### config.mk
export PLATFORM = sky130hd
export DESIGN_NAME = sbl_window
export DESIGN_NICKNAME = d
export VERILOG_FILES = /design/src/rtl/core/sbl_pkg.sv /design/src/rtl/core/sbl_window.sv
export SDC_FILE = /design/constraint.sdc
export NUM_CORES = 2
export LEC_CHECK = 0
export BUFFER_PORTS_ARGS = -buffer_cell sky130_fd_sc_hd__buf_2
export CAP_MARGIN = 15
export CELL_PAD_IN_SITES_DETAIL_PLACEMENT = 1
export CELL_PAD_IN_SITES_GLOBAL_PLACEMENT = 1
export CORE_MARGIN = 2
export CORE_UTILIZATION = 40
export DETAILED_ROUTE_END_ITERATION = 16
export PLACE_DENSITY = 0.62
export SLEW_MARGIN = 20
export SYNTH_ARGS = -nofsm -noshare
export SYNTH_HDL_FRONTEND = slang
export SYNTH_SLANG_ARGS = --single-unit
### constraint.sdc
create_clock -name clk -period 13.3 [get_ports clk]
set_clock_uncertainty 0.05 [all_clocks]
set_input_delay 2.66 -clock clk [delete_from_list [all_inputs] [get_ports clk]]
set_output_delay 2.66 -clock clk [all_outputs]
set_load 0.01 [all_outputs]
### src/rtl/core/sbl_pkg.sv
// Shared types, constants and register codes for the Sobel edge magnitude block.
// No dependencies; all files in rtl/core but sbl_line_ram refer to this package by scope.
`timescale 1ns / 1ps
`default_nettype none

package sbl_pkg;

    // Frame limits and channel layout
    localparam int MAX_WIDTH    = 1024;
    localparam int MAX_HEIGHT   = 4096;
    localparam int CHANNEL_BITS = 8;
    localparam int NCH          = 3;

    localparam int CH_RED   = 0;
    localparam int CH_GREEN = 1;
    localparam int CH_BLUE  = 2;

    // Counter widths follow from the frame limits.
    localparam int COL_W = (MAX_WIDTH > 2) ? $clog2(MAX_WIDTH) : 2;
    localparam int ROW_W = $clog2(MAX_HEIGHT);

    // Arithmetic widths: a weighted column sum is at most 4 * (2^CHANNEL_BITS - 1).
    localparam int G_W     = CHANNEL_BITS + 2;
    localparam int SUM_W   = 2 * G_W + 1;
    localparam int ROOT_W  = G_W + 1;
    localparam int TRIAL_W = SUM_W + 1;

    // Pixel and line store word widths
    localparam int PIX_W  = NCH * CHANNEL_BITS;
    localparam int LINE_W = 2 * PIX_W;

    // Fixed field widths of the ports
    localparam int IN_CH_W    = 8;
    localparam int MAG_W      = 11;
    localparam int WCFG_W     = 11;
    localparam int HCFG_W     = 13;
    localparam int CFG_IDX_W  = 2;
    localparam int CFG_DATA_W = 13;

    // Register indexes on the configuration port
    localparam logic [CFG_IDX_W-1:0] CFG_WIDTH  = 2'd0;
    localparam logic [CFG_IDX_W-1:0] CFG_HEIGHT = 2'd1;

    // Register reset values
    localparam logic [WCFG_W-1:0] WIDTH_RESET  = 11'd1024;
    localparam logic [HCFG_W-1:0] HEIGHT_RESET = 13'd1024;

    typedef logic [CHANNEL_BITS-1:0] chan_t;
    typedef chan_t [NCH-1:0]         pix_t;
    typedef logic [LINE_W-1:0]       line_t;
    typedef logic [COL_W-1:0]        col_t;
    typedef logic [ROW_W-1:0]        row_t;
    typedef logic [G_W-1:0]          grad_t;
    typedef logic [SUM_W-1:0]        sum_t;
    typedef sum_t [NCH-1:0]          sum_vec_t;
    typedef logic [ROOT_W-1:0]       root_t;
    typedef root_t [NCH-1:0]         root_vec_t;
    typedef logic [TRIAL_W-1:0]      trial_t;
    typedef logic [MAG_W-1:0]        mag_t;
    typedef logic [WCFG_W-1:0]       wcfg_t;
    typedef logic [HCFG_W-1:0]       hcfg_t;

    // Input word: one RGB pixel
    typedef struct packed {
        logic [IN_CH_W-1:0] red;
        logic [IN_CH_W-1:0] green;
        logic [IN_CH_W-1:0] blue;
    } pixel_word_t;

    // Output word: per-channel magnitudes and end-of-frame mark
    typedef struct packed {
        mag_t red_mag;
        mag_t green_mag;
        mag_t blue_mag;
        logic frame_last;
    } mag_word_t;

    // Control that travels with a pixel into the window stage
    typedef struct packed {
        logic valid;
        logic emit;
        logic last;
    } ctl_t;

    // Control that travels with a result through the arithmetic stages
    typedef struct packed {
        logic valid;
        logic last;
    } tag_t;

endpackage

`default_nettype wire

### src/rtl/core/sbl_window.sv
// 3x3 neighborhood registers, Sobel gradients and sum of squares per channel.
// Depends on sbl_pkg; three pipeline stages that move together on advance.
`timescale 1ns / 1ps
`default_nettype none

module sbl_window (
    input  wire logic              clk,
    input  wire logic              rst_n,
    input  wire logic              advance,
    input  wire sbl_pkg::ctl_t     ctl,
    input  wire sbl_pkg::pix_t     cur,
    input  wire sbl_pkg::pix_t     p1,
    input  wire sbl_pkg::pix_t     p2,
    output sbl_pkg::tag_t          tag_out,
    output sbl_pkg::sum_vec_t      sum_out
);

    // Window: first index is the row (0 top), second the column (0 left).
    sbl_pkg::pix_t     win_reg [3][3];
    sbl_pkg::tag_t     tag_a_reg;
    sbl_pkg::tag_t     tag_b_reg;
    sbl_pkg::tag_t     tag_c_reg;
    sbl_pkg::grad_t    gx_reg   [sbl_pkg::NCH];
    sbl_pkg::grad_t    gy_reg   [sbl_pkg::NCH];
    sbl_pkg::grad_t    gx_next  [sbl_pkg::NCH];
    sbl_pkg::grad_t    gy_next  [sbl_pkg::NCH];
    sbl_pkg::sum_vec_t sum_reg;
    sbl_pkg::sum_vec_t sum_next;

    // Shift the window by one column for every pixel, emitted or not.
    always_ff @(posedge clk or negedge rst_n)
    begin
        if (!rst_n)
        begin
            win_reg <= '{default: '0};
        end
        else if (advance && ctl.valid)
        begin
            for (int r = 0; r < 3; r++)
            begin
                win_reg[r][0] <= win_reg[r][1];
                win_reg[r][1] <= win_reg[r][2];
            end
            win_reg[0][2] <= p2;
            win_reg[1][2] <= p1;
            win_reg[2][2] <= cur;
        end
    end

    // Weighted column and row sums, then absolute differences.
    always_comb
    begin
        sbl_pkg::grad_t left;
        sbl_pkg::grad_t right;
        sbl_pkg::grad_t top;
        sbl_pkg::grad_t bottom;
        for (int c = 0; c < sbl_pkg::NCH; c++)
        begin
            left   = sbl_pkg::grad_t'(win_reg[0][0][c])
                   + (sbl_pkg::grad_t'(win_reg[1][0][c]) << 1)
                   + sbl_pkg::grad_t'(win_reg[2][0][c]);
            right  = sbl_pkg::grad_t'(win_reg[0][2][c])
                   + (sbl_pkg::grad_t'(win_reg[1][2][c]) << 1)
                   + sbl_pkg::grad_t'(win_reg[2][2][c]);
            top    = sbl_pkg::grad_t'(win_reg[0][0][c])
                   + (sbl_pkg::grad_t'(win_reg[0][1][c]) << 1)
                   + sbl_pkg::grad_t'(win_reg[0][2][c]);
            bottom = sbl_pkg::grad_t'(win_reg[2][0][c])
                   + (sbl_pkg::grad_t'(win_reg[2][1][c]) << 1)
                   + sbl_pkg::grad_t'(win_reg[2][2][c]);
            gx_next[c] = (left >= right) ? (left - right) : (right - left);
            gy_next[c] = (top >= bottom) ? (top - bottom) : (bottom - top);
        end
    end

    // Squares of the gradients, summed per channel.
    always_comb
    begin
        for (int c = 0; c < sbl_pkg::NCH; c++)
        begin
            sum_next[c] = sbl_pkg::sum_t'(gx_reg[c]) * sbl_pkg::sum_t'(gx_reg[c])
                        + sbl_pkg::sum_t'(gy_reg[c]) * sbl_pkg::sum_t'(gy_reg[c]);
        end
    end

    // Stage control: only emitting pixels carry a valid result onward.
    always_ff @(posedge clk or negedge rst_n)
    begin
        if (!rst_n)
        begin
            tag_a_reg <= '0;
            tag_b_reg <= '0;
            tag_c_reg <= '0;
        end
        else if (advance)
        begin
            tag_a_reg.valid <= ctl.valid && ctl.emit;
            tag_a_reg.last  <= ctl.last;
            tag_b_reg       <= tag_a_reg;
            tag_c_reg       <= tag_b_reg;
        end
    end

    // Stage data
    always_ff @(posedge clk)
    begin
        if (advance)
        begin
            gx_reg  <= gx_next;
            gy_reg  <= gy_next;
            sum_reg <= sum_next;
        end
    end

    assign tag_out = tag_c_reg;
    assign sum_out = sum_reg;

endmodule

`default_nettype wire

# After elaboration in Yosys (flattened, before gate mapping)
# Cells that the tools add are included.
[word_totals]
reg_bits = 345
inputBits = 78
out_inout_bits = 65
word_cells = 101
[classes]
add_sub_neg = 39
mul = 6
magnitude_cmp = 6
mux = 6
n_reduce_logical = 2
[op_table]
columns = ["cell", "count"]
rows = [
  ["10-bit by 8-bit adder with 10-bit output", 12],
  ["8-bit by 9-bit adder with 10-bit output", 12],
  ["10-bit by 10-bit multiplier with 20-bit output", 6],
  ["10-bit subtractor", 12],
  ["20-bit by 20-bit adder with 21-bit output", 3],
  ["10-bit >= comparator", 6],
  ["10-bit 2-to-1 mux", 6],
  ["1-bit logical AND", 2],
]

# Longest topological paths before layout
[depth]
word_depth = 4
depth_mapped = 24
depth_no_buf = 23

# Worst setup path after synthesis
# No wires, ideal clock.
[synth_path]
path_type = "reg2reg"
startpoint = "register gx_reg[12] (netlist name)"
endpoint = "register sum_reg, in the netlist sum_out[40] (data pin)"
setup_time_ns = 0.258
arrival_time_ns = 5.989
t_required_ns = 12.992
path_slack_ns = 7.003
stages_incl_launch_ff = 22
path_buffers = 1
path_cell_list = "edfxtp_1 -> clkbuf_1 -> nand2_1 -> fa_1 -> inv_1 -> fa_1 -> inv_1 -> fa_1 -> inv_1 -> fa_1 -> fa_1 -> fa_1 -> fa_1 -> ha_1 -> o21a_1 -> o21a_1 -> nor2b_1 -> o21ai_0 -> o211ai_1 -> o31a_1 -> a221o_1 -> xor2_1"
[synth_rtl]
columns = ["element", "line_no", "rtl"]
rows = [
  ["start: declaration", "sbl_window.sv:23", "sbl_pkg::grad_t gx_reg [sbl_pkg::NCH];"],
  ["start signal: assignment", "sbl_window.sv:109", "gx_reg <= gx_next;"],
  ["end signal: assignment", "sbl_window.sv:111", "sum_reg <= sum_next;"],
  ["end: declaration", "sbl_window.sv:27", "sbl_pkg::sum_vec_t sum_reg;"],
]

==> metrics.md <==
| Metric | Value |
|---|---|
| Max Cap Viol | 0 |
| Total track usage | 18.48% |
| ANT nets after route | 0 |
| Xor/xnor share of the synthesized area | 4.674% |
| Syn Nets | 4572 |
| Initial antenna violation count | 16 |
| WL met2 | 41.57 mm |
| Reg clk slew, reported paths | 0.06 ns |
| CP max FO | 12 |
| Synth Flop Type | dfrtp_1 |
| Later-pin clock latency in the skew report | 0.64 ns |
| Initial Utilization | 40.29% |
| Compound-Gate Fraction of Synth Area | 7.509% |
| DRT met1 WL | 41.05 mm |
| CTS tree | built |
| Placed insts | 4840 |
| Worst Setup End Kind | flop |
| Die H | 313.1 µm |
| Largest register FFs | 216 |
| Clk buf depth | 3 |
| First-pass GRT wire length | 144.5 mm |
| # resized after CTS | 0 |
| Storage element area | 0.009249 mm² |
| Total die area | 0.09805 mm² |
| Critical path startpoint category | flop |
| Unrepaired setup endpoints after global routing | no |
| Max-slew violation count | 0 |
| Worst slew pin tran | 1.038 ns |
| Vias per Instance | 4.880 |
| Largest family of logic cells by synthesized area | adder cells |
| CTS buffer count | 47 |
| Layout cells sized above 1 | 13.03% |
| Sum of buffers and inverters on the critical path | 3 |
| Register bit count reported by yosys | 345 |
| Crit path from | gx_reg[22] |
| Worst setup endpoint | sum_out[18] |
| H-tree levels | 2 |
| Fin Setup TNS | 0 ns |
| Post-CTS Setup Bufs | 0 |
| Vias in the first global route | 27216 |
| Number of remaining DRC errors | 0 |
| Largest net degree at the start of global routing | 143 |
| Crit path arrival time | 7.20 ns |
| Root buffer cell | clkbuf_16 |
| Drt pass-1 iters | 6 |
| Hold Slack | 0.4496 ns |
| Drt wl/cell | 17.56 µm |
| Worst r2r src | gx_reg[22] |
| Reg2Reg Depth | 19 |
| Slew headroom | 30.79% |
| Post-synthesis instance total | 3517 |
| P&R area growth vs syn | 9.823% |
| Multiplexer share of the synthesized area | 7.624% |
| Top-count cell post-synth | inv_1 |
| Post-Synth Simple-Gate Area | 6.484% |
| Synth cell types | 59 |
| Core ar. | 0.09487 mm² |
| Status | complete, no violations |
| Hpwl dp | 71.91 mm |
| Crit path time final | 6.897 ns |
| Worst EP required | 13.61 ns |
| Final period util | 51.85% |
| R2r setup slk | 6.40 ns |
| Routed WL | 86.58 mm |
| IO buf count | 142 |
| Dpl cell area | 0.04024 mm² |
| Max Fclk | 145.0 MHz |
| CTS Hold Bufs | 0 |
| Final hold vios | 0 |
| Nets | 4679 |
| Die X | 313.1 µm |
| Mapped Avg Cell Area | 10.87 µm² |
| Met3 WL | 2.228 mm |
| Area leader, netlist | fa_1 |
| Crit path top cell by count | fa_1 |
| Yosys top cell area share | 25.98% |
| Post-synth top cells | 696 x inv_1, 496 x fa_1, 481 x ha_1, 225 x mux2_2, 222 x dfrtp_1 |
| Uppermost layer routed | met5 |
| Area share of fa/ha/maj cells after synthesis | 41.72% |
| R2r endpoint | sum_out[18] |
| Crit-path max cell delay | 0.72 ns |
| CP delay by family, top | adder cells |
| Num rows | 113 |
| Filler cells | 10412 |
| Ys async rst share | 64.35% |
| Worst Hold Class | reg -> reg |
| Worst-path cell chain | nand2_1, fa_1, inv_1, fa_1, inv_1, fa_1, inv_1, fa_1, fa_1, fa_1, fa_1, ha_1, nor3_1, o21ai_0, a31oi_1, o21ai_1, a221oi_1, o21ai_0, xor2_1 |
| Total grt overflow | 0 |
| Ys Warns | 0 |
| Via count | 24060 |
| Layout Cells excl Fill | 4930 |
| Slowest cell on crit path | a221oi_1 |
| Ports | 143 |
| Ranking of synthesized cells by area | fa_1 26%, ha_1 16%, dfrtp_1 15% |
| Critical Path Stages | 19 |
| Area of the multi-input gates | 0.02601 mm² |
| WS Path Type | reg -> reg |
| Post-synth EDFFs | 123 |
| Setup violations, final | 0 |
| # clock sinks | 345 |
| Mapped Area | 0.03822 mm² |
| Post-layout instance area | 0.04198 mm² |
| Post-synthesis sequential area ratio | 24.20% |
| Gpl congestion | 0.8179 |
| DRC violation total after the first TritonRoute iteration | 726 |
## cells by family after synthesis
family          after synthesis
fa+ha+maj                   977
flops                       345
mux                         263
buf+inv                     787
compound gates              452
xor+xnor                    204
simple gates                489
## layout make-up
cell class	count	share of cell area (%)
multi-input combinational	2385	61.96
clock buffer	61	3.296
inverter	696	6.223
timing repair buffer	149	1.887
antenna	3	0.01788
tap	1265	3.770
sequential	345	22.03
clock inverter	26	0.8167
## routing by layer
layer / vias up / GRT usage, %
met5: - / 0
met4: 6 / 4.284
met3: 96 / 2.183
met2: 226 / 31.46
met1: 12211 / 25.21
li1: 11521 / -
## layout by cell type (no fill, tap or decap), drive strengths merged, types with 42 or more instances in the layout
cell    netlist  routed
and2        134     134
fa          496     496
ha          481     481
dfrtp       222     222
inv         696     703
xnor2       144     144
buf           9     149
xor2         60      60
clkbuf       82      61
nor2         55      55
a21o         90      90
o21ai        79      79
edfxtp      123     123
a21oi       161     161
mux2        225     225
nor2b        42      42
nand2       175     175
o21bai       50      50
## per-stage QoR
step                      setup slack, ns  util (%)
after global placement              6.557     42.42
after detailed placement            6.455     42.42
after global routing                6.075     44.24
after CTS                           6.381     44.24
after floorplan                     7.003         -
final                               6.403     44.25
## worst min path at each step
| stage | cells after the start | startpoint | end |
|---|---|---|---|
| CTS | 1 | win_reg[102] | win_reg[126] |
| global placement | 1 | win_reg[108] | win_reg[132] |
| finish | 1 | win_reg[102] | win_reg[126] |
| global route | 1 | win_reg[102] | win_reg[102] |
| detailed placement | 1 | win_reg[117] | win_reg[141] |
| floorplan | 1 | tag_a_reg[0] | tag_a_reg[0] |
Power is not shown: default switching activity piles up to over one toggle a cycle in this logic, so the estimate is an artifact.
