[src/rtl/core/sbl_pkg.sv]
// Shared types, constants and register codes for the Sobel edge magnitude block.
// No dependencies; all files in rtl/core but sbl_line_ram refer to this package by scope.
`timescale 1ns / 1ps
`default_nettype none

package sbl_pkg;

    // Frame limits and channel layout
    localparam int MAX_WIDTH    = 1024;
    localparam int MAX_HEIGHT   = 4096;
    localparam int CHANNEL_BITS = 8;
    localparam int NCH          = 3;

    localparam int CH_RED   = 0;
    localparam int CH_GREEN = 1;
    localparam int CH_BLUE  = 2;

    // Counter widths follow from the frame limits.
    localparam int COL_W = (MAX_WIDTH > 2) ? $clog2(MAX_WIDTH) : 2;
    localparam int ROW_W = $clog2(MAX_HEIGHT);

    // Arithmetic widths: a weighted column sum is at most 4 * (2^CHANNEL_BITS - 1).
    localparam int G_W     = CHANNEL_BITS + 2;
    localparam int SUM_W   = 2 * G_W + 1;
    localparam int ROOT_W  = G_W + 1;
    localparam int TRIAL_W = SUM_W + 1;

    // Pixel and line store word widths
    localparam int PIX_W  = NCH * CHANNEL_BITS;
    localparam int LINE_W = 2 * PIX_W;

    // Fixed field widths of the ports
    localparam int IN_CH_W    = 8;
    localparam int MAG_W      = 11;
    localparam int WCFG_W     = 11;
    localparam int HCFG_W     = 13;
    localparam int CFG_IDX_W  = 2;
    localparam int CFG_DATA_W = 13;

    // Register indexes on the configuration port
    localparam logic [CFG_IDX_W-1:0] CFG_WIDTH  = 2'd0;
    localparam logic [CFG_IDX_W-1:0] CFG_HEIGHT = 2'd1;

    // Register reset values
    localparam logic [WCFG_W-1:0] WIDTH_RESET  = 11'd1024;
    localparam logic [HCFG_W-1:0] HEIGHT_RESET = 13'd1024;

    typedef logic [CHANNEL_BITS-1:0] chan_t;
    typedef chan_t [NCH-1:0]         pix_t;
    typedef logic [LINE_W-1:0]       line_t;
    typedef logic [COL_W-1:0]        col_t;
    typedef logic [ROW_W-1:0]        row_t;
    typedef logic [G_W-1:0]          grad_t;
    typedef logic [SUM_W-1:0]        sum_t;
    typedef sum_t [NCH-1:0]          sum_vec_t;
    typedef logic [ROOT_W-1:0]       root_t;
    typedef root_t [NCH-1:0]         root_vec_t;
    typedef logic [TRIAL_W-1:0]      trial_t;
    typedef logic [MAG_W-1:0]        mag_t;
    typedef logic [WCFG_W-1:0]       wcfg_t;
    typedef logic [HCFG_W-1:0]       hcfg_t;

    // Input word: one RGB pixel
    typedef struct packed {
        logic [IN_CH_W-1:0] red;
        logic [IN_CH_W-1:0] green;
        logic [IN_CH_W-1:0] blue;
    } pixel_word_t;

    // Output word: per-channel magnitudes and end-of-frame mark
    typedef struct packed {
        mag_t red_mag;
        mag_t green_mag;
        mag_t blue_mag;
        logic frame_last;
    } mag_word_t;

    // Control that travels with a pixel into the window stage
    typedef struct packed {
        logic valid;
        logic emit;
        logic last;
    } ctl_t;

    // Control that travels with a result through the arithmetic stages
    typedef struct packed {
        logic valid;
        logic last;
    } tag_t;

endpackage

`default_nettype wire

[src/rtl/core/sbl_isqrt.sv]
// Pipelined integer square root, one result bit per stage, all channels in parallel.
// Depends on sbl_pkg; stages move together on advance.
`timescale 1ns / 1ps
`default_nettype none

module sbl_isqrt (
    input  wire logic               clk,
    input  wire logic               rst_n,
    input  wire logic               advance,
    input  wire sbl_pkg::tag_t      tag_in,
    input  wire sbl_pkg::sum_vec_t  sum_in,
    output sbl_pkg::tag_t           tag_out,
    output sbl_pkg::root_vec_t      root_out
);

    sbl_pkg::sum_vec_t  rem_reg  [sbl_pkg::ROOT_W];
    sbl_pkg::root_vec_t root_reg [sbl_pkg::ROOT_W];
    sbl_pkg::tag_t      tag_reg  [sbl_pkg::ROOT_W];

    for (genvar j = 0; j < sbl_pkg::ROOT_W; j++)
    begin : g_stage
        // Bit of the root decided in this stage
        localparam int B = sbl_pkg::ROOT_W - 1 - j;

        sbl_pkg::sum_vec_t  rem_src;
        sbl_pkg::root_vec_t root_src;
        sbl_pkg::tag_t      tag_src;
        sbl_pkg::sum_vec_t  rem_next;
        sbl_pkg::root_vec_t root_next;
        sbl_pkg::trial_t    trial [sbl_pkg::NCH];

        if (j == 0)
        begin : g_head
            assign rem_src  = sum_in;
            assign root_src = '0;
            assign tag_src  = tag_in;
        end
        else
        begin : g_body
            assign rem_src  = rem_reg[j-1];
            assign root_src = root_reg[j-1];
            assign tag_src  = tag_reg[j-1];
        end

        // Setting bit B grows the square by root * 2^(B+1) + 2^(2B).
        always_comb
        begin
            for (int c = 0; c < sbl_pkg::NCH; c++)
            begin
                trial[c] = (sbl_pkg::trial_t'(root_src[c]) << (B + 1))
                         + (sbl_pkg::trial_t'(1) << (2 * B));
                if (trial[c] <= sbl_pkg::trial_t'(rem_src[c]))
                begin
                    rem_next[c]  = rem_src[c] - trial[c][sbl_pkg::SUM_W-1:0];
                    root_next[c] = root_src[c] | (sbl_pkg::root_t'(1) << B);
                end
                else
                begin
                    rem_next[c]  = rem_src[c];
                    root_next[c] = root_src[c];
                end
            end
        end

        always_ff @(posedge clk or negedge rst_n)
        begin
            if (!rst_n)
            begin
                tag_reg[j] <= '0;
            end
            else if (advance)
            begin
                tag_reg[j] <= tag_src;
            end
        end

        always_ff @(posedge clk)
        begin
            if (advance)
            begin
                rem_reg[j]  <= rem_next;
                root_reg[j] <= root_next;
            end
        end
    end

    assign tag_out  = tag_reg[sbl_pkg::ROOT_W-1];
    assign root_out = root_reg[sbl_pkg::ROOT_W-1];

endmodule

`default_nettype wire

[config.mk]
export PLATFORM = sky130hd
export DESIGN_NAME = sbl_isqrt
export DESIGN_NICKNAME = d
export VERILOG_FILES = /design/src/rtl/core/sbl_pkg.sv /design/src/rtl/core/sbl_isqrt.sv
export SDC_FILE = /design/constraint.sdc
export NUM_CORES = 1
export LEC_CHECK = 0
export BUFFER_PORTS_ARGS = -buffer_cell sky130_fd_sc_hd__buf_2
export CAP_MARGIN = 20
export CORE_MARGIN = 2
export CORE_UTILIZATION = 68
export DETAILED_ROUTE_END_ITERATION = 8
export PLACE_DENSITY_LB_ADDON = 0.15
export SYNTH_ARGS = -nofsm -noshare
export SYNTH_HDL_FRONTEND = slang
export SYNTH_SLANG_ARGS = --single-unit
[constraint.sdc]
create_clock -name clk -period 5.65 [get_ports clk]
set_clock_uncertainty 0.1 [all_clocks]
set_input_delay 0.8475 -clock clk [delete_from_list [all_inputs] [get_ports clk]]
set_output_delay 0.8475 -clock clk [all_outputs]
set_load 0.005 [all_outputs]
### Word level (Yosys, flattened, before mapping)

Memories as Yosys holds them, arrays and structs flattened.
Cells that the tools add are included.

| storage, ports and cells | value |
|---|---|
| flip-flop bits (word level) | 22 |
| bits in writable memories | 1,056 |
| input bits | 68 |
| output and inout port bits | 35 |
| logic and storage cells | 188 |
| memories kept | 2 |

| cells by class | value |
|---|---|
| add/sub/neg operators | 63 |
| order comparisons | 33 |
| multiplexer cells | 68 |

Memory list:

| name | depth | bits a word | read ports | clocked after memory_dff | write ports | line | RTL |
|---|---|---|---|---|---|---|---|
| rem_reg | 11 | 63 | 10 | 0 | 11 | sbl_isqrt.sv:16 | `sbl_pkg::sum_vec_t rem_reg [sbl_pkg::ROOT_W];` |
| root_reg | 11 | 33 | 11 | 0 | 11 | sbl_isqrt.sv:17 | `sbl_pkg::root_vec_t root_reg [sbl_pkg::ROOT_W];` |

Operator list:

| kind | number |
|---|---|
| 21-bit two-way mux | 33 |
| 21-bit subtractor | 6 |
| 21-bit by 19-bit adder with 22-bit output, second input constant | 3 |
| 22-bit by 21-bit less-or-equal comparator with 1-bit output | 3 |
| 20-bit by 17-bit adder with 21-bit output, second input constant | 3 |
| 13-bit by 21-bit less-or-equal comparator with 1-bit output | 3 |
| 14-bit by 21-bit less-or-equal comparator with 1-bit output | 3 |
| 15-bit by 21-bit less-or-equal comparator with 1-bit output | 3 |
| 16-bit by 21-bit less-or-equal comparator with 1-bit output | 3 |
| 17-bit by 21-bit less-or-equal comparator with 1-bit output | 3 |
| 18-bit by 21-bit less-or-equal comparator with 1-bit output | 3 |
| 19-bit by 21-bit less-or-equal comparator with 1-bit output | 3 |
| 20-bit by 21-bit less-or-equal comparator with 1-bit output | 3 |
| 21-bit less-or-equal comparator | 3 |
| 21-bit less-or-equal comparator, first input constant | 3 |
| 21-bit by 13-bit subtractor with 21-bit output | 3 |
| 21-bit by 14-bit subtractor with 21-bit output | 3 |
| 21-bit by 15-bit subtractor with 21-bit output | 3 |
| 21-bit by 16-bit subtractor with 21-bit output | 3 |
| 21-bit by 17-bit subtractor with 21-bit output | 3 |
| 21-bit by 18-bit subtractor with 21-bit output | 3 |
| 21-bit by 19-bit subtractor with 21-bit output | 3 |
| 21-bit by 20-bit subtractor with 21-bit output | 3 |
| 21-bit subtractor, second input constant | 3 |
| 19 further kinds | 59 |

### Logic depth before layout (Yosys ltp)

An unclocked memory read counts as a cell.

| depth | value |
|---|---|
| depth in word-level cells | 4 |
| gate-level depth with buffers | 11 |

### Worst setup path after synthesis

Ideal clock, no wire load.

| timing | value |
|---|---|
| path type | register to register |
| start point | memory rem_reg[7][6] (netlist name) |
| end point | memory rem_reg[8][11] (netlist name) (data pin) |
| arrival time | 2,479 ps |
| slack | 2,808 ps |
| stages on the path, launching flop included | 9 |
| path buffers | 2 |
| period minus slack after synthesis | 2,842 ps |
| cells stage by stage | edfxtp_1 -> ha_1 -> o21a_1 -> or4_1 -> and2_1 -> a311o_1 -> clkbuf_1 -> clkbuf_1 -> mux2_1 |

RTL lines:

| element | line |
|---|---|
| from (decl) | sbl_isqrt.sv:16 |

==> tab_implementation.tex <==
\begin{tabular}{lr}
\hline
Metric & Value \\
\hline
\multicolumn{2}{l}{\textbf{Logic synthesis}} \\
Number of distinct library cells after synthesis & 76 \\
Post-synth EDFFs & 828 \\
Primary FF master, synth & sky130\_fd\_sc\_hd\_\_edfxtp\_1 \\
Post-synthesis instance total & 2868 \\
Fraction of synthesis flops using an asynchronous set or reset pin & 2.588\% \\
Yosys Warn Count & 0 \\
Most numerous cell types in the synthesized netlist & sky130\_fd\_sc\_hd\_\_edfxtp\_1 (828), sky130\_fd\_sc\_hd\_\_inv\_1 (267), sky130\_fd\_sc\_hd\_\_ha\_1 (219), sky130\_fd\_sc\_hd\_\_nor2\_1 (152), sky130\_fd\_sc\_hd\_\_nand2\_1 (146) \\
Syn avg cell area & 13.65 µm² \\
Sequential-to-total area share from yosys stat & 64.94\% \\
Synth area leader & sky130\_fd\_sc\_hd\_\_edfxtp\_1 \\
Combined area of all synthesized cells & just under 40000 µm² \\
Most instantiated library cell after synthesis & sky130\_fd\_sc\_hd\_\_edfxtp\_1 \\
Fraction of synthesized cell area taken by the top area cell type & between 60\% and 70\% \\
Main area contributors after synthesis & sky130\_fd\_sc\_hd\_\_edfxtp\_1 (64\%), sky130\_fd\_sc\_hd\_\_ha\_1 (7.0\%), sky130\_fd\_sc\_hd\_\_inv\_1 (2.6\%) \\
Total of flip-flops plus latches after synthesis & 850 \\
\multicolumn{2}{l}{\textbf{Global route}} \\
Antenna violations before repair & 0 \\
Pin count of the biggest net entering global routing & approximately 140 \\
Global-route wire length before repair & roughly 110 mm \\
Global Route Usage Sum & 23.26\% \\
Via count of the first global-routing pass & 22470 \\
Total grt overflow & 0 \\
\multicolumn{2}{l}{\textbf{CTS}} \\
Clock tree from TritonCTS & yes \\
\# Post-CTS Setup Buffers & 0 \\
Number of clock buffers inserted by TritonCTS & 83 \\
Max clock buf depth & 3 \\
Hold buffer count at CTS & 0 \\
Cell chosen for the clock root & sky130\_fd\_sc\_hd\_\_clkbuf\_16 \\
Sinks on Clock Net & 850 \\
Clock transition at path regs & 0.06 ns \\
H-Tree Level Count & 3 \\
Post\_cts resized & 0 \\
Clk\_lat worst skew & 0.62 ns \\
\multicolumn{2}{l}{\textbf{Setup path}} \\
Buf/Inv on CP & 0 \\
CP max stage delay & 0.49 ns \\
Arrival time of the worst setup path & roughly 3.7 ns \\
Worst Setup Start Kind & register \\
Library cell contributing the largest single delay on the critical path & sky130\_fd\_sc\_hd\_\_and2\_1 \\
Cell family contributing the most delay on the critical path & simple AND/OR/NAND/NOR gates \\
Worst Path Class, Setup & register to register \\
Required @ worst endpoint & 5.91 ns \\
Worst-case register-to-register setup slack & 2.26 ns \\
Worst reg2reg path endpoint & rem\_reg[8][55] \\
Worst-case reg-to-reg path depth & 7 \\
R2r startpoint & rem\_reg[7][48] \\
Endpoint class of the critical path & register \\
CP Cell Sequence & ha\_1 -> o21a\_1 -> or4\_1 -> a211oi\_1 -> o31a\_1 -> and2\_1 -> mux2\_2 \\
CP max FO & 11 \\
\multicolumn{2}{l}{\textbf{Floorplanning}} \\
Core Footprint & roughly 57000 µm² \\
Vertical die dimension & 243.9 µm \\
Core Rows & 87 \\
Die width & 243.9 µm \\
Die area & 59490 µm² \\
Boundary pin count & 103 \\
Initial Util & 69.14\% \\
\multicolumn{2}{l}{\textbf{Routing}} \\
Number of antenna-violating nets in the routed design & 0 \\
Number of remaining DRC errors & 0 \\
Pre-antenna DRT Iters & 5 \\
Mean number of vias per cell & 5.851 \\
Routed WL per cell & 17.54 µm \\
Number of DRC markers in iteration 0 & 1418 \\
Vias post-DR & 22550 \\
Detailed-route wire length & 67.61 mm \\
\multicolumn{2}{l}{\textbf{Place}} \\
Placed instance area & 40630 µm² \\
Gpl congestion & 0.9892 \\
Half-perimeter wire length after placement & 48.27 mm \\
Number of port buffers & 102 \\
\multicolumn{2}{l}{\textbf{STA}} \\
Final count of hold timing violations & 0 \\
Clock period minus final worst setup slack & roughly 3.4 ns \\
Hold slack final & roughly 0.081 ns \\
Slew @ Worst Pin & 0.8809 ns \\
Highest attainable clock frequency & 294.9 MHz \\
Final worst path period share & between 60\% and 70\% \\
Worst slew margin & 41.28\% \\
Fin Setup TNS & 0 ns \\
Number of slew-limit violations in the final report & 0 \\
Unrepaired setup endpoints after global routing & no \\
Setup violation total in the final timing report & 0 \\
\multicolumn{2}{l}{\textbf{Cells and area}} \\
Fraction of final layout cells sized beyond drive strength 1 & around a tenth \\
Area growth, synth to finish & 11.35\% \\
Flip-flop count of the largest register, all copies and words added & between 600 and 700 \\
Cell area after layout & around 44000 µm² \\
Number of antenna cells inserted & 0 \\
Total number of nets in the final design & around 3300 \\
\multicolumn{2}{l}{\textbf{Power and ir drop}} \\
Pwr per Cell Area & between 400 and 500 nW/µm² \\
Worst ir drop on vdd & 0.4194 mV \\
Static Leakage & approximately 0.017 µW \\
\multicolumn{2}{l}{\textbf{Job}} \\
Maximum Capacitance Violations & 0 \\
\multicolumn{2}{l}{\textbf{Outcome}} \\
Status & finished clean \\
\multicolumn{2}{l}{\textbf{Hold path}} \\
Min-Delay Path Class & input pin to asynchronous set/reset pin \\
\hline
\end{tabular}
[worst max path at each step]
| stage | from | end | slack, ns | cells after the start |
|---|---|---|---|---|
| CTS | rem_reg[7][48] | rem_reg[8][55] | 2.29 | 7 |
| global placement | rem_reg[7][48] | rem_reg[8][50] | 2.40 | 7 |
| finish | rem_reg[7][48] | rem_reg[8][55] | 2.26 | 7 |
| detailed placement | rem_reg[7][48] | rem_reg[8][55] | 2.31 | 7 |
| floorplan | rem_reg[7][6] | rem_reg[8][11] | 2.81 | 8 |
| global route | rem_reg[7][48] | rem_reg[8][55] | 2.12 | 7 |
[stage by stage]
stage          util, %  setup WS (ns)  total power, µW  std cells
2_1_floorplan        -          2.808            10920       2870
3_3_place_gp     71.78          2.402            11690       3698
3_5_place_dp     71.78          2.305            11870       3698
4_1_cts          76.98          2.290            17720       3853
5_1_grt          76.99          2.124            18470       3854
6_report         76.99          2.259            17640       3854
[power breakdown]
group          total (µW)  switching [µW]  internal (µW)
logic                3110            1700           1410
registers            8710             614           8100
clock network        5820            2240           3580
[final cells by class]
cell class	instances	area, µm²
sequential	850	25410
clock inverter	48	681.9
timing repair buffer	118	715.7
inverter	268	1006
clock buffer	107	2261
tap	756	945.9
fill	3333	13030
multi-input combinational	1707	12550
[worst register-to-register path: cells and delay by family (launching register included)]
kind,cells,cell delay [ns]
simple gates,2,0.93
fa+ha+maj,1,0.38
compound gates,3,0.90
flops,1,0.42
mux,1,0.40
[cells by family after synthesis]
family	Yosys count	share of synthesized area, %
other	1	0.009582
buffers and inverters	313	3.053
XOR/XNOR	209	4.677
AO/OA/AOI/OAI	473	7.868
AND/OR/NAND/NOR	706	9.648
multiplexers	94	2.653
flip-flops	850	64.94
adder cells (fa/ha/maj)	222	7.155
[per-layer routing]
metal  up-vias  GRT usage, %  wire, µm
met3       173         3.261      2831
met4         0         10.38      2658
met2       616         40.60     34250
met5         -             0         0
met1     10700         29.05     27870
li1      11060             -         -
[layout by cell type, fill, tap and decap left out, types with 20 or more instances in the layout]
| master | netlist | routed |
|---|---|---|
| sky130_fd_sc_hd__or3_1 | 37 | 37 |
| sky130_fd_sc_hd__mux2_2 | 45 | 45 |
| sky130_fd_sc_hd__a211oi_1 | 24 | 24 |
| sky130_fd_sc_hd__o21ai_0 | 109 | 109 |
| sky130_fd_sc_hd__inv_1 | 267 | 267 |
| sky130_fd_sc_hd__nand3_1 | 34 | 34 |
| sky130_fd_sc_hd__nand4_1 | 20 | 20 |
| sky130_fd_sc_hd__a21oi_1 | 96 | 96 |
| sky130_fd_sc_hd__clkbuf_16 | 0 | 86 |
| sky130_fd_sc_hd__nor2b_1 | 26 | 26 |
| sky130_fd_sc_hd__xor2_1 | 103 | 103 |
| sky130_fd_sc_hd__nand2b_1 | 29 | 29 |
| sky130_fd_sc_hd__or4_1 | 24 | 24 |
| sky130_fd_sc_hd__nor2_1 | 152 | 152 |
| sky130_fd_sc_hd__o31ai_1 | 20 | 20 |
| sky130_fd_sc_hd__nor4b_1 | 29 | 29 |
| sky130_fd_sc_hd__o21ai_1 | 33 | 33 |
| sky130_fd_sc_hd__mux2_1 | 33 | 33 |
| sky130_fd_sc_hd__xnor2_1 | 106 | 106 |
| sky130_fd_sc_hd__buf_2 | 4 | 101 |
| sky130_fd_sc_hd__o21a_1 | 58 | 58 |
| sky130_fd_sc_hd__dfrtp_1 | 22 | 22 |
| sky130_fd_sc_hd__edfxtp_1 | 828 | 828 |
| sky130_fd_sc_hd__ha_1 | 219 | 219 |
| sky130_fd_sc_hd__a21o_1 | 27 | 27 |
| sky130_fd_sc_hd__nor3_1 | 63 | 63 |
| sky130_fd_sc_hd__nor4_1 | 73 | 73 |
| sky130_fd_sc_hd__nand2_1 | 146 | 146 |
(Power assumes the default switching activity.)
